`src/swcm_pkg.sv`:
```
`default_nettype none

package swcm_pkg;

  // Default fraction width of the divider quotient t
  localparam int unsigned FractionBitsDef = 16;

  // Segment index bits taken from the top of t
  localparam int unsigned SegBits = 5;

  // Threshold registers and pixel widths
  localparam int unsigned ThrW = 9;
  localparam int unsigned PixW = 8;

  // Q8 table value width and widest step between neighbouring entries
  localparam int unsigned TabW  = 16;
  localparam int unsigned DiffW = 12;

  // APB register map
  localparam int unsigned AddrW  = 3;
  localparam int unsigned DataW  = 32;
  localparam logic        RegLow  = 1'b0;
  localparam logic        RegHigh = 1'b1;

  // Raised-cosine table: entry k = round(256 * 127.5 * (1 - cos(pi*k/32)))
  localparam int unsigned TabDepth = 33;
  localparam int unsigned TabIdxW  = 6;
  localparam logic [TabW-1:0] RC_TABLE [TabDepth] = '{
    16'd0,     16'd157,   16'd627,   16'd1405,  16'd2485,  16'd3854,  16'd5501,  16'd7409,
    16'd9560,  16'd11933, 16'd14506, 16'd17254, 16'd20149, 16'd23165, 16'd26272, 16'd29441,
    16'd32640, 16'd35839, 16'd39008, 16'd42115, 16'd45131, 16'd48026, 16'd50774, 16'd53347,
    16'd55720, 16'd57871, 16'd59779, 16'd61426, 16'd62795, 16'd63875, 16'd64653, 16'd65123,
    16'd65280
  };

  // Zone a pixel falls into
  typedef enum logic [1:0] {
    ZONE_MID,
    ZONE_BLACK,
    ZONE_WHITE
  } zone_e;

endpackage

`default_nettype wire

```
`src/sinusoidal_window_contrast_map_unit.sv`:
```
`default_nettype none

// Channel   | Direction | Handshake              | Payload
// ----------+-----------+------------------------+--------------------------------
// pixel in  | input     | in_valid_i / in_ready_o | pixel_in_i  [7:0] unsigned
// pixel out | output    | out_valid_o/out_ready_i | pixel_out_o [7:0] unsigned
// config    | input     | APB psel/penable/pwrite | paddr [2:0], pwdata/prdata [31:0]
//
// One pixel transaction enters per cycle while in_ready_o is high; the pipeline is
// FRACTION_BITS + 4 register stages deep (entry, one restoring-divider stage per
// quotient bit, table lookup, interpolation multiply, output register).
// Reset clears every valid bit and loads low_threshold = 0, high_threshold = 255.
// When the output register holds a result that is not taken, the whole pipeline holds;
// nothing is lost or repeated, and in_ready_o follows out_ready_i in that cycle.

module sinusoidal_window_contrast_map_unit #(
  parameter int unsigned FRACTION_BITS = swcm_pkg::FractionBitsDef
) (
  input  wire logic                          clk_i,
  input  wire logic                          rst_ni,
  // pixel input
  input  wire logic                          in_valid_i,
  output      logic                          in_ready_o,
  input  wire logic [swcm_pkg::PixW-1:0]     pixel_in_i,
  // pixel output
  output      logic                          out_valid_o,
  input  wire logic                          out_ready_i,
  output      logic [swcm_pkg::PixW-1:0]     pixel_out_o,
  // configuration
  input  wire logic                          psel,
  input  wire logic                          penable,
  input  wire logic                          pwrite,
  input  wire logic [swcm_pkg::AddrW-1:0]    paddr,
  input  wire logic [swcm_pkg::DataW-1:0]    pwdata,
  output      logic [swcm_pkg::DataW-1:0]    prdata,
  output      logic                          pready
);

  localparam int unsigned Fb     = FRACTION_BITS;
  localparam int unsigned Wb     = FRACTION_BITS - swcm_pkg::SegBits;
  localparam int unsigned ThrW   = swcm_pkg::ThrW;
  localparam int unsigned PixW   = swcm_pkg::PixW;
  localparam int unsigned TabW   = swcm_pkg::TabW;
  localparam int unsigned DiffW  = swcm_pkg::DiffW;
  localparam int unsigned ProdW  = DiffW + Wb;

  // ---------------------------------------------------------------------------
  // Configuration registers
  // ---------------------------------------------------------------------------
  logic [ThrW-1:0] low_q, high_q;
  logic            cfg_wr;

  assign pready = 1'b1;
  assign cfg_wr = psel & penable & pwrite;

  always_ff @(posedge clk_i or negedge rst_ni) begin
    if (!rst_ni) begin
      low_q  <= '0;
      high_q <= ThrW'(255);
    end else if (cfg_wr) begin
      unique case (paddr[2])
        swcm_pkg::RegLow:  low_q  <= pwdata[ThrW-1:0];
        swcm_pkg::RegHigh: high_q <= pwdata[ThrW-1:0];
        default: ;
      endcase
    end
  end

  always_comb begin
    unique case (paddr[2])
      swcm_pkg::RegLow:  prdata = {{(swcm_pkg::DataW-ThrW){1'b0}}, low_q};
      swcm_pkg::RegHigh: prdata = {{(swcm_pkg::DataW-ThrW){1'b0}}, high_q};
      default:           prdata = '0;
    endcase
  end

  // ---------------------------------------------------------------------------
  // Pipeline advance: every stage moves when the output register is free or
  // its result is being taken.
  // ---------------------------------------------------------------------------
  logic adv;
  logic out_valid_q;

  assign adv         = ~out_valid_q | out_ready_i;
  assign in_ready_o  = adv;
  assign out_valid_o = out_valid_q;

  // ---------------------------------------------------------------------------
  // Entry stage: classify the pixel and form offset and span.
  // Stage index 0 is the entry register, 1..Fb the divider stages.
  // ---------------------------------------------------------------------------
  logic                   vld_q  [Fb+1];
  swcm_pkg::zone_e        zone_q [Fb+1];
  logic [ThrW-1:0]        rem_q  [Fb+1];
  logic [ThrW-1:0]        span_q [Fb+1];
  logic [Fb-1:0]          quo_q  [Fb+1];

  logic [ThrW-1:0]        pix_ext;
  swcm_pkg::zone_e        zone_d;
  logic [ThrW-1:0]        offset_d;
  logic [ThrW-1:0]        span_d;

  assign pix_ext = {1'b0, pixel_in_i};

  always_comb begin
    if (pix_ext < low_q) begin
      zone_d = swcm_pkg::ZONE_BLACK;
    end else if (pix_ext < high_q) begin
      zone_d = swcm_pkg::ZONE_MID;
    end else begin
      zone_d = swcm_pkg::ZONE_WHITE;
    end
    // Only meaningful in the middle zone, where low <= v < high
    offset_d = pix_ext - low_q;
    span_d   = high_q - low_q;
  end

  always_ff @(posedge clk_i or negedge rst_ni) begin
    if (!rst_ni) begin
      vld_q[0] <= 1'b0;
    end else if (adv) begin
      vld_q[0] <= in_valid_i;
    end
  end

  always_ff @(posedge clk_i) begin
    if (adv) begin
      zone_q[0] <= zone_d;
      rem_q[0]  <= offset_d;
      span_q[0] <= span_d;
      quo_q[0]  <= '0;
    end
  end

  // ---------------------------------------------------------------------------
  // Restoring divider: one quotient bit per stage. The remainder stays below
  // the span, so it fits the threshold width; the doubled value needs one more.
  // ---------------------------------------------------------------------------
  for (genvar k = 1; k <= Fb; k++) begin : g_div
    logic [ThrW:0]   dbl;
    logic            ge;
    logic [ThrW:0]   diff;

    assign dbl  = {rem_q[k-1], 1'b0};
    assign ge   = dbl >= {1'b0, span_q[k-1]};
    assign diff = dbl - {1'b0, span_q[k-1]};

    always_ff @(posedge clk_i or negedge rst_ni) begin
      if (!rst_ni) begin
        vld_q[k] <= 1'b0;
      end else if (adv) begin
        vld_q[k] <= vld_q[k-1];
      end
    end

    always_ff @(posedge clk_i) begin
      if (adv) begin
        zone_q[k] <= zone_q[k-1];
        span_q[k] <= span_q[k-1];
        rem_q[k]  <= ge ? diff[ThrW-1:0] : dbl[ThrW-1:0];
        quo_q[k]  <= {quo_q[k-1][Fb-2:0], ge};
      end
    end
  end

  // ---------------------------------------------------------------------------
  // Lookup stage: segment from the top bits of t, weight from the rest.
  // ---------------------------------------------------------------------------
  logic [swcm_pkg::SegBits-1:0]  seg;
  logic [swcm_pkg::TabIdxW-1:0]  idx_a, idx_b;
  logic [TabW-1:0]               tab_a, tab_b, tab_diff;

  logic                          lk_vld_q;
  swcm_pkg::zone_e               lk_zone_q;
  logic [TabW-1:0]               lk_a_q;
  logic [DiffW-1:0]              lk_diff_q;
  logic [Wb-1:0]                 lk_w_q;

  assign seg      = quo_q[Fb][Fb-1 -: swcm_pkg::SegBits];
  assign idx_a    = {1'b0, seg};
  assign idx_b    = idx_a + swcm_pkg::TabIdxW'(1);
  assign tab_a    = swcm_pkg::RC_TABLE[idx_a];
  assign tab_b    = swcm_pkg::RC_TABLE[idx_b];
  assign tab_diff = tab_b - tab_a;

  always_ff @(posedge clk_i or negedge rst_ni) begin
    if (!rst_ni) begin
      lk_vld_q <= 1'b0;
    end else if (adv) begin
      lk_vld_q <= vld_q[Fb];
    end
  end

  always_ff @(posedge clk_i) begin
    if (adv) begin
      lk_zone_q <= zone_q[Fb];
      lk_a_q    <= tab_a;
      lk_diff_q <= tab_diff[DiffW-1:0];
      lk_w_q    <= quo_q[Fb][Wb-1:0];
    end
  end

  // ---------------------------------------------------------------------------
  // Multiply stage: scale the step between neighbouring entries by the weight.
  // ---------------------------------------------------------------------------
  logic              mu_vld_q;
  swcm_pkg::zone_e   mu_zone_q;
  logic [TabW-1:0]   mu_a_q;
  logic [ProdW-1:0]  mu_prod_q;
  logic [ProdW-1:0]  prod_d;

  assign prod_d = ProdW'(lk_diff_q) * ProdW'(lk_w_q);

  always_ff @(posedge clk_i or negedge rst_ni) begin
    if (!rst_ni) begin
      mu_vld_q <= 1'b0;
    end else if (adv) begin
      mu_vld_q <= lk_vld_q;
    end
  end

  always_ff @(posedge clk_i) begin
    if (adv) begin
      mu_zone_q <= lk_zone_q;
      mu_a_q    <= lk_a_q;
      mu_prod_q <= prod_d;
    end
  end

  // ---------------------------------------------------------------------------
  // Output stage: add, drop the Q8 fraction, saturate, apply the zone.
  // ---------------------------------------------------------------------------
  logic [TabW:0]    q8;
  logic [PixW:0]    level;
  logic [PixW-1:0]  curve;
  logic [PixW-1:0]  pixel_out_d;
  logic [PixW-1:0]  pixel_out_q;

  assign q8    = {1'b0, mu_a_q} + (TabW+1)'(mu_prod_q[Wb +: DiffW]);
  assign level = q8[TabW -: (PixW+1)];
  assign curve = level[PixW] ? {PixW{1'b1}} : level[PixW-1:0];

  always_comb begin
    case (mu_zone_q)
      swcm_pkg::ZONE_BLACK: pixel_out_d = '0;
      swcm_pkg::ZONE_WHITE: pixel_out_d = {PixW{1'b1}};
      swcm_pkg::ZONE_MID:   pixel_out_d = curve;
      default:              pixel_out_d = '0;
    endcase
  end

  always_ff @(posedge clk_i or negedge rst_ni) begin
    if (!rst_ni) begin
      out_valid_q <= 1'b0;
    end else if (adv) begin
      out_valid_q <= mu_vld_q;
    end
  end

  // Hold the result while the sink stalls
  always_ff @(posedge clk_i) begin
    if (adv) begin
      pixel_out_q <= pixel_out_d;
    end
  end

  assign pixel_out_o = pixel_out_q;

endmodule

`default_nettype wire

```
`config.mk`:
```
export PLATFORM = sky130hd
export DESIGN_NAME = sinusoidal_window_contrast_map_unit
export DESIGN_NICKNAME = d
export VERILOG_FILES = /design/src/swcm_pkg.sv /design/src/sinusoidal_window_contrast_map_unit.sv
export SDC_FILE = /design/constraint.sdc
export NUM_CORES = 1
export LEC_CHECK = 0
export BUFFER_PORTS_ARGS = -buffer_cell sky130_fd_sc_hd__buf_4
export CORE_MARGIN = 10
export CORE_UTILIZATION = 50
export CTS_CLUSTER_DIAMETER = 120
export DETAILED_ROUTE_END_ITERATION = 8
export MAX_ROUTING_LAYER = met4
export PLACE_DENSITY = 0.66
export SYNTH_ARGS = -nofsm -noshare
export SYNTH_HDL_FRONTEND = slang
export SYNTH_SLANG_ARGS = --single-unit
export TNS_END_PERCENT = 100
```
`constraint.sdc`:
```
create_clock -name clk_i -period 49.9 [get_ports clk_i]
set_input_delay 9.98 -clock clk_i [delete_from_list [all_inputs] [get_ports clk_i]]
set_output_delay 9.98 -clock clk_i [all_outputs]
set_load 0.005 [all_outputs]
```
==> results of run 1 <==
-- cells in the mapped netlist (all sizes together) (30+ instances only) --
cell,number,area (sq um)
nor2b,53,332
mux2,128,1440
and2,88,551
ha,256,3200
clkbuf,44,166
a21oi,137,697
inv,359,1350
xnor2,99,875
nor2,99,372
nand4,35,219
buf,51,312
dfrtp,30,751
nand2,151,567
nor3,55,275
a21o,34,255
edfxtp,537,16100
fa,106,2120
o21ai,115,579
-- flip-flops by register name (all words and copies together), names as in the netlist --
signal	count
high_q	9
quo_q	136
pixel_out_o	8
mu_zone_q	2
lk_vld_q	1
mu_prod_q	12
span_q	144
lk_diff_q	12
mu_a_q	16
out_valid_o	1
lk_w_q	11
rem_q	144
lk_a_q	16
lk_zone_q	2
mu_vld_q	1
vld_q	17
zone_q	34
low_q	9
-- logic make-up (layout without fill, tap and decap cells) --
logic type                 after synthesis  count (layout)
buffers and inverters                  455             531
other                                    2              24
AOI/OAI and AO/OA                      428             428
muxes                                  145             145
adders and majority gates              362             362
DFF                                    575             575
xor gates and xnor gates               127             127
and+or+nand+nor                        558             558
-- critical path, cell delays in order --
cell	delay, ns
buf_4	0.08
nor2b_2	0.03
buf_4	0.22
inv_8	0.48
buf_4	0.25
-- per-stage QoR --
step | cell area, sq um | setup WS, ns
floorplan | 32600 | 19.31
global placement | 33600 | 28.81
detailed placement | 33600 | 28.79
CTS | 35800 | 28.79
global route | 35800 | 28.72
finish | 35800 | 28.80
-- area by class of cell --
cell class / count / share of cell area (%)
inverters: 360 / 3.80
flip-flops and latches: 575 / 47.8
clock inverters: 31 / 0.941
well taps: 855 / 2.99
multi-input cells: 1644 / 38.2
repair buffers: 54 / 1.13
clock buffers: 86 / 5.21
-- worst paths after layout --
check                              start  slack, ns       endpoint  cells after the start
max                          out_ready_i      28.80     in_ready_o                      5
min                            lk_a_q[2]       0.41      mu_a_q[2]                      0
min in group asynchronous         rst_ni       9.33       lk_vld_q                      1
max in group asynchronous         rst_ni      40.21      high_q[0]                      1
min reg2reg                    lk_a_q[2]       0.41      mu_a_q[2]                      0
max reg2reg                quo_q[0][267]      44.43  lk_diff_q[10]                     16
-- metal layers --
| layer | global-route usage, % | vias to the layer above |
|---|---|---|
| met4 | 5.58 | 0 |
| met2 | 26.8 | 335 |
| li1 | - | 9353 |
| met1 | 18.7 | 9323 |
| met3 | 2.51 | 114 |
| met5 | - | - |
==> metrics.cfg, run 1 <==
[outcome]
status=finished clean

[setup_path]
start_kind=input pin
cp-end-kind=output port
cp_max_fo=94
crit_type=in2out
critPathRequiredTime_ns=39.92
arrival_ns=11.12

[grt]
grt_overflow=0
grt_pass1_vias=19700
grt_pass1_wl_mm=95.6
grt_max_degree=95
antenna_found_initial=0
track_usage_pct=15.7

[detailed_routing]
wl_met3_mm=2.23
firstDrtPassIters=5
route.detailed.drc=0
met2_length_mm=28.8
drt-total-wl_mm=56.8
ant_nets=0
wl_per_cell_um=15.7
drtIter0Drc=1183
met1Wirelength_mm=24.4
dr_total_vias=19100
highest_layer=met4
post_drt_via_cell_ratio=5.31

[sta]
fin_skew_ns=0.0157
hold_violations=0
holdWs_ns=0.406
min_period_ns=21.10
worst_slew_pin_slew_ns=1.03
fmax_mhz=47.4
tns_ns=0
grt_setup_unrepaired=no
period_share_pct=42.3
setup_viol=0
slew_violations=0
relSlewSlack_pct=31.3

[floorplanning]
die_h_um=275
fp-row-count=93
io_pins=93
die_w_um=275
design.die.area_sq_mm=0.0756
start_util_pct=50.5
core_area_sq_mm=0.0643

[final_layout]
fin_cells=3605
final_cell_mix=537 x edfxtp_1, 357 x inv_1, 256 x ha_1
area_delta_synth_final_pct=10.1
regArea_sq_mm=0.0171
multi_input_area_sq_mm=0.0137
fin_nets=3113
fill_cells=5255
mostFrequentLayoutCell=edfxtp_1
drive_above_1_share_pct=11.2
antennaDiodeCount=0
final_util_pct=55.6

[clock_network]
ctsHoldBuffers=0
clock-sinks=575
cts-root-buf=clkbuf_16
clockBufferDepth=3
cts_max_level=3
clk_pin_slew_ns=0.05
post-cts-setup-buffers=0
clk_latency_ns=0.59
cts_resized=0
cts_inserted_buffers=66
cts_tree=built

[place]
port_buffers=43
dp_hpwl_mm=40.6
place_inst=3488
gp_congestion=0.876

[synth]
synth-seq-area-share_pct=52.6
synth_edf_count=537
synth_xor_area_share_pct=3.45
netlist_area_sq_mm=0.0325
synthFlopType=edfxtp_1
synth_fa_ha_area_share_pct=16.4
synth-compound-area-share_pct=8.34
synthSimpleGateAreaFrac_pct=8.63
postSynth.asyncResetShare_pct=6.61
synthMuxAreaShare_pct=4.96
avgSynthCellArea_sq_um=12.3
ys_types=71
synthesis.instances=2652
synth_top_family_by_area=adder cells
ys_warn_count=0
synth_seq_cells=575

[job]
maxCapViolCount=0

[min_path]
hp-class=reg2reg

Power of run 1 is not shown: default switching activity piles up to over one toggle a cycle in this logic, so the estimate is an artifact.
==> run 2: changes to the inputs <==
clock period = 21.4 ns   (was 49.9 ns; I/O delays follow)
==> run 2 against run 1 <==
Against the previous run:
- non-clock buffer count increased by 1
- setup slack lost 17 ns
- die area did not move
- sequential share of layout area up 0.21 points
- count of clock-buffer cells in the layout shrank 6
- cell area decreased by 0.44%
- critical path depth decreased by 1
- first-iteration DRC count fell by 6.3%
- global-route usage decreased by 0.18 points
- via count decreased by 0.79%
- cell count fell by 0.17%
- clock skew increased by 0.011 ns
- largest cell class unchanged
==> metrics.cfg, run 2 (synthesis results as in run 1) <==
[sta]
fmax_mhz=107
period_share_pct=43.8
tns_ns=0
worst_slew_pin_slew_ns=1.16
hold_violations=0
relSlewSlack_pct=22.5
fin_skew_ns=0.0269
grt_setup_unrepaired=no
slew_violations=0
min_period_ns=9.37
setup_viol=0

[place]
dp_hpwl_mm=40.3
port_buffers=43
gp_congestion=0.857

[detailed_routing]
drtIter0Drc=1108
drt-total-wl_mm=56.3
ant_nets=0
dr_total_vias=19000
route.detailed.drc=0
post_drt_via_cell_ratio=5.27
firstDrtPassIters=5
wl_per_cell_um=15.6

[clock_network]
ctsHoldBuffers=0
cts_max_level=2
clk_latency_ns=0.63
clockBufferDepth=3
post-cts-setup-buffers=0
cts_inserted_buffers=60
cts_tree=built
cts_resized=0
cts-root-buf=clkbuf_16
clock-sinks=575
clk_pin_slew_ns=0.06

[setup_path]
crit_type=in2out
start_kind=input pin
slowest_stage=nor2b_2
cp-end-kind=output port
arrival_ns=5.09
critPathRequiredTime_ns=17.12
cp_cell_sequence=buf_4, nor2b_2, inv_8, buf_4
critPathTopFamily=buffers and inverters
path_buf_inv=3
crit_path_frequent_cell=buf_4
max_stage_delay_ns=0.23
cp_max_fo=54

[final_layout]
fin_nets=3108
antennaDiodeCount=0
drive_above_1_share_pct=11.0
multi_input_area_sq_mm=0.0137
regArea_sq_mm=0.0171
mostFrequentLayoutCell=edfxtp_1
fill_cells=5296
area_delta_synth_final_pct=9.64
final_cell_mix=537 x edfxtp_1, 357 x inv_1, 256 x ha_1
largestRegisters=rem_q: 144 flops, span_q: 144 flops, quo_q: 136 flops

[grt]
grt_pass1_vias=19700
grt_pass1_wl_mm=95.2
track_usage_pct=15.5
grt_max_degree=95
antenna_found_initial=0
grt_overflow=0

[floorplanning]
design.die.area_sq_mm=0.0756
start_util_pct=50.5
fp-row-count=93
die_h_um=275
io_pins=93
die_w_um=275
core_area_sq_mm=0.0643

[outcome]
status=finished clean

[min_path]
hp-class=reg2reg

[job]
maxCapViolCount=0

[run 2: area by class of cell]
class / instances / area share (%)
flip-flops and latches: 575 / 48.0
multi-input cells: 1644 / 38.3
clock buffers: 80 / 4.60
inverters: 360 / 3.81
well taps: 855 / 3.00
repair buffers: 55 / 1.16
clock inverters: 30 / 1.12
[run 2: stage by stage]
stage	hold slack [ns]	instances	cell area [sq um]	setup slack (ns)	util (%)
final	0.395	3599	35600	12.03	55.4
after global routing	0.398	3599	35600	11.99	55.4
after CTS	0.391	3599	35600	12.03	55.4
after detailed placement	0.405	3489	33600	12.03	52.2
after global placement	0.401	3489	33600	12.03	52.2
after floorplan	0.400	2674	32600	2.21	-
[run 2: worst register-to-register path, delay by kind of cell, from the launching register on]
kind / cells / cell delay (ns)
fa+ha+maj: 3 / 1.85
compound gates: 8 / 1.36
simple gates: 3 / 0.79
flops: 1 / 0.71
buf+inv: 2 / 0.64
[run 2: path summary, 6_finish.rpt]
path,from,endpoint,slack (ns),cells after the start
max in group asynchronous,rst_ni,high_q[1],17.44,1
worst min-delay path,quo_q[0][196],quo_q[0][213],0.39,0
min in group asynchronous,rst_ni,vld_q[0],3.61,1
worst min register to register,quo_q[0][196],quo_q[0][213],0.39,0
worst max-delay path,out_ready_i,in_ready_o,12.03,4
worst max register to register,quo_q[0][267],lk_diff_q[10],15.92,16
[run 2: routing by layer]
layer | global-route usage (%) | vias up | routed length [um]
li1 | - | 9353 | -
met1 | 18.9 | 9195 | 24700
met2 | 26.5 | 316 | 28300
met3 | 2.23 | 110 | 2070
met4 | 4.64 | 0 | 1330
met5 | - | - | 0
Power of run 2 is left out for the same reason.
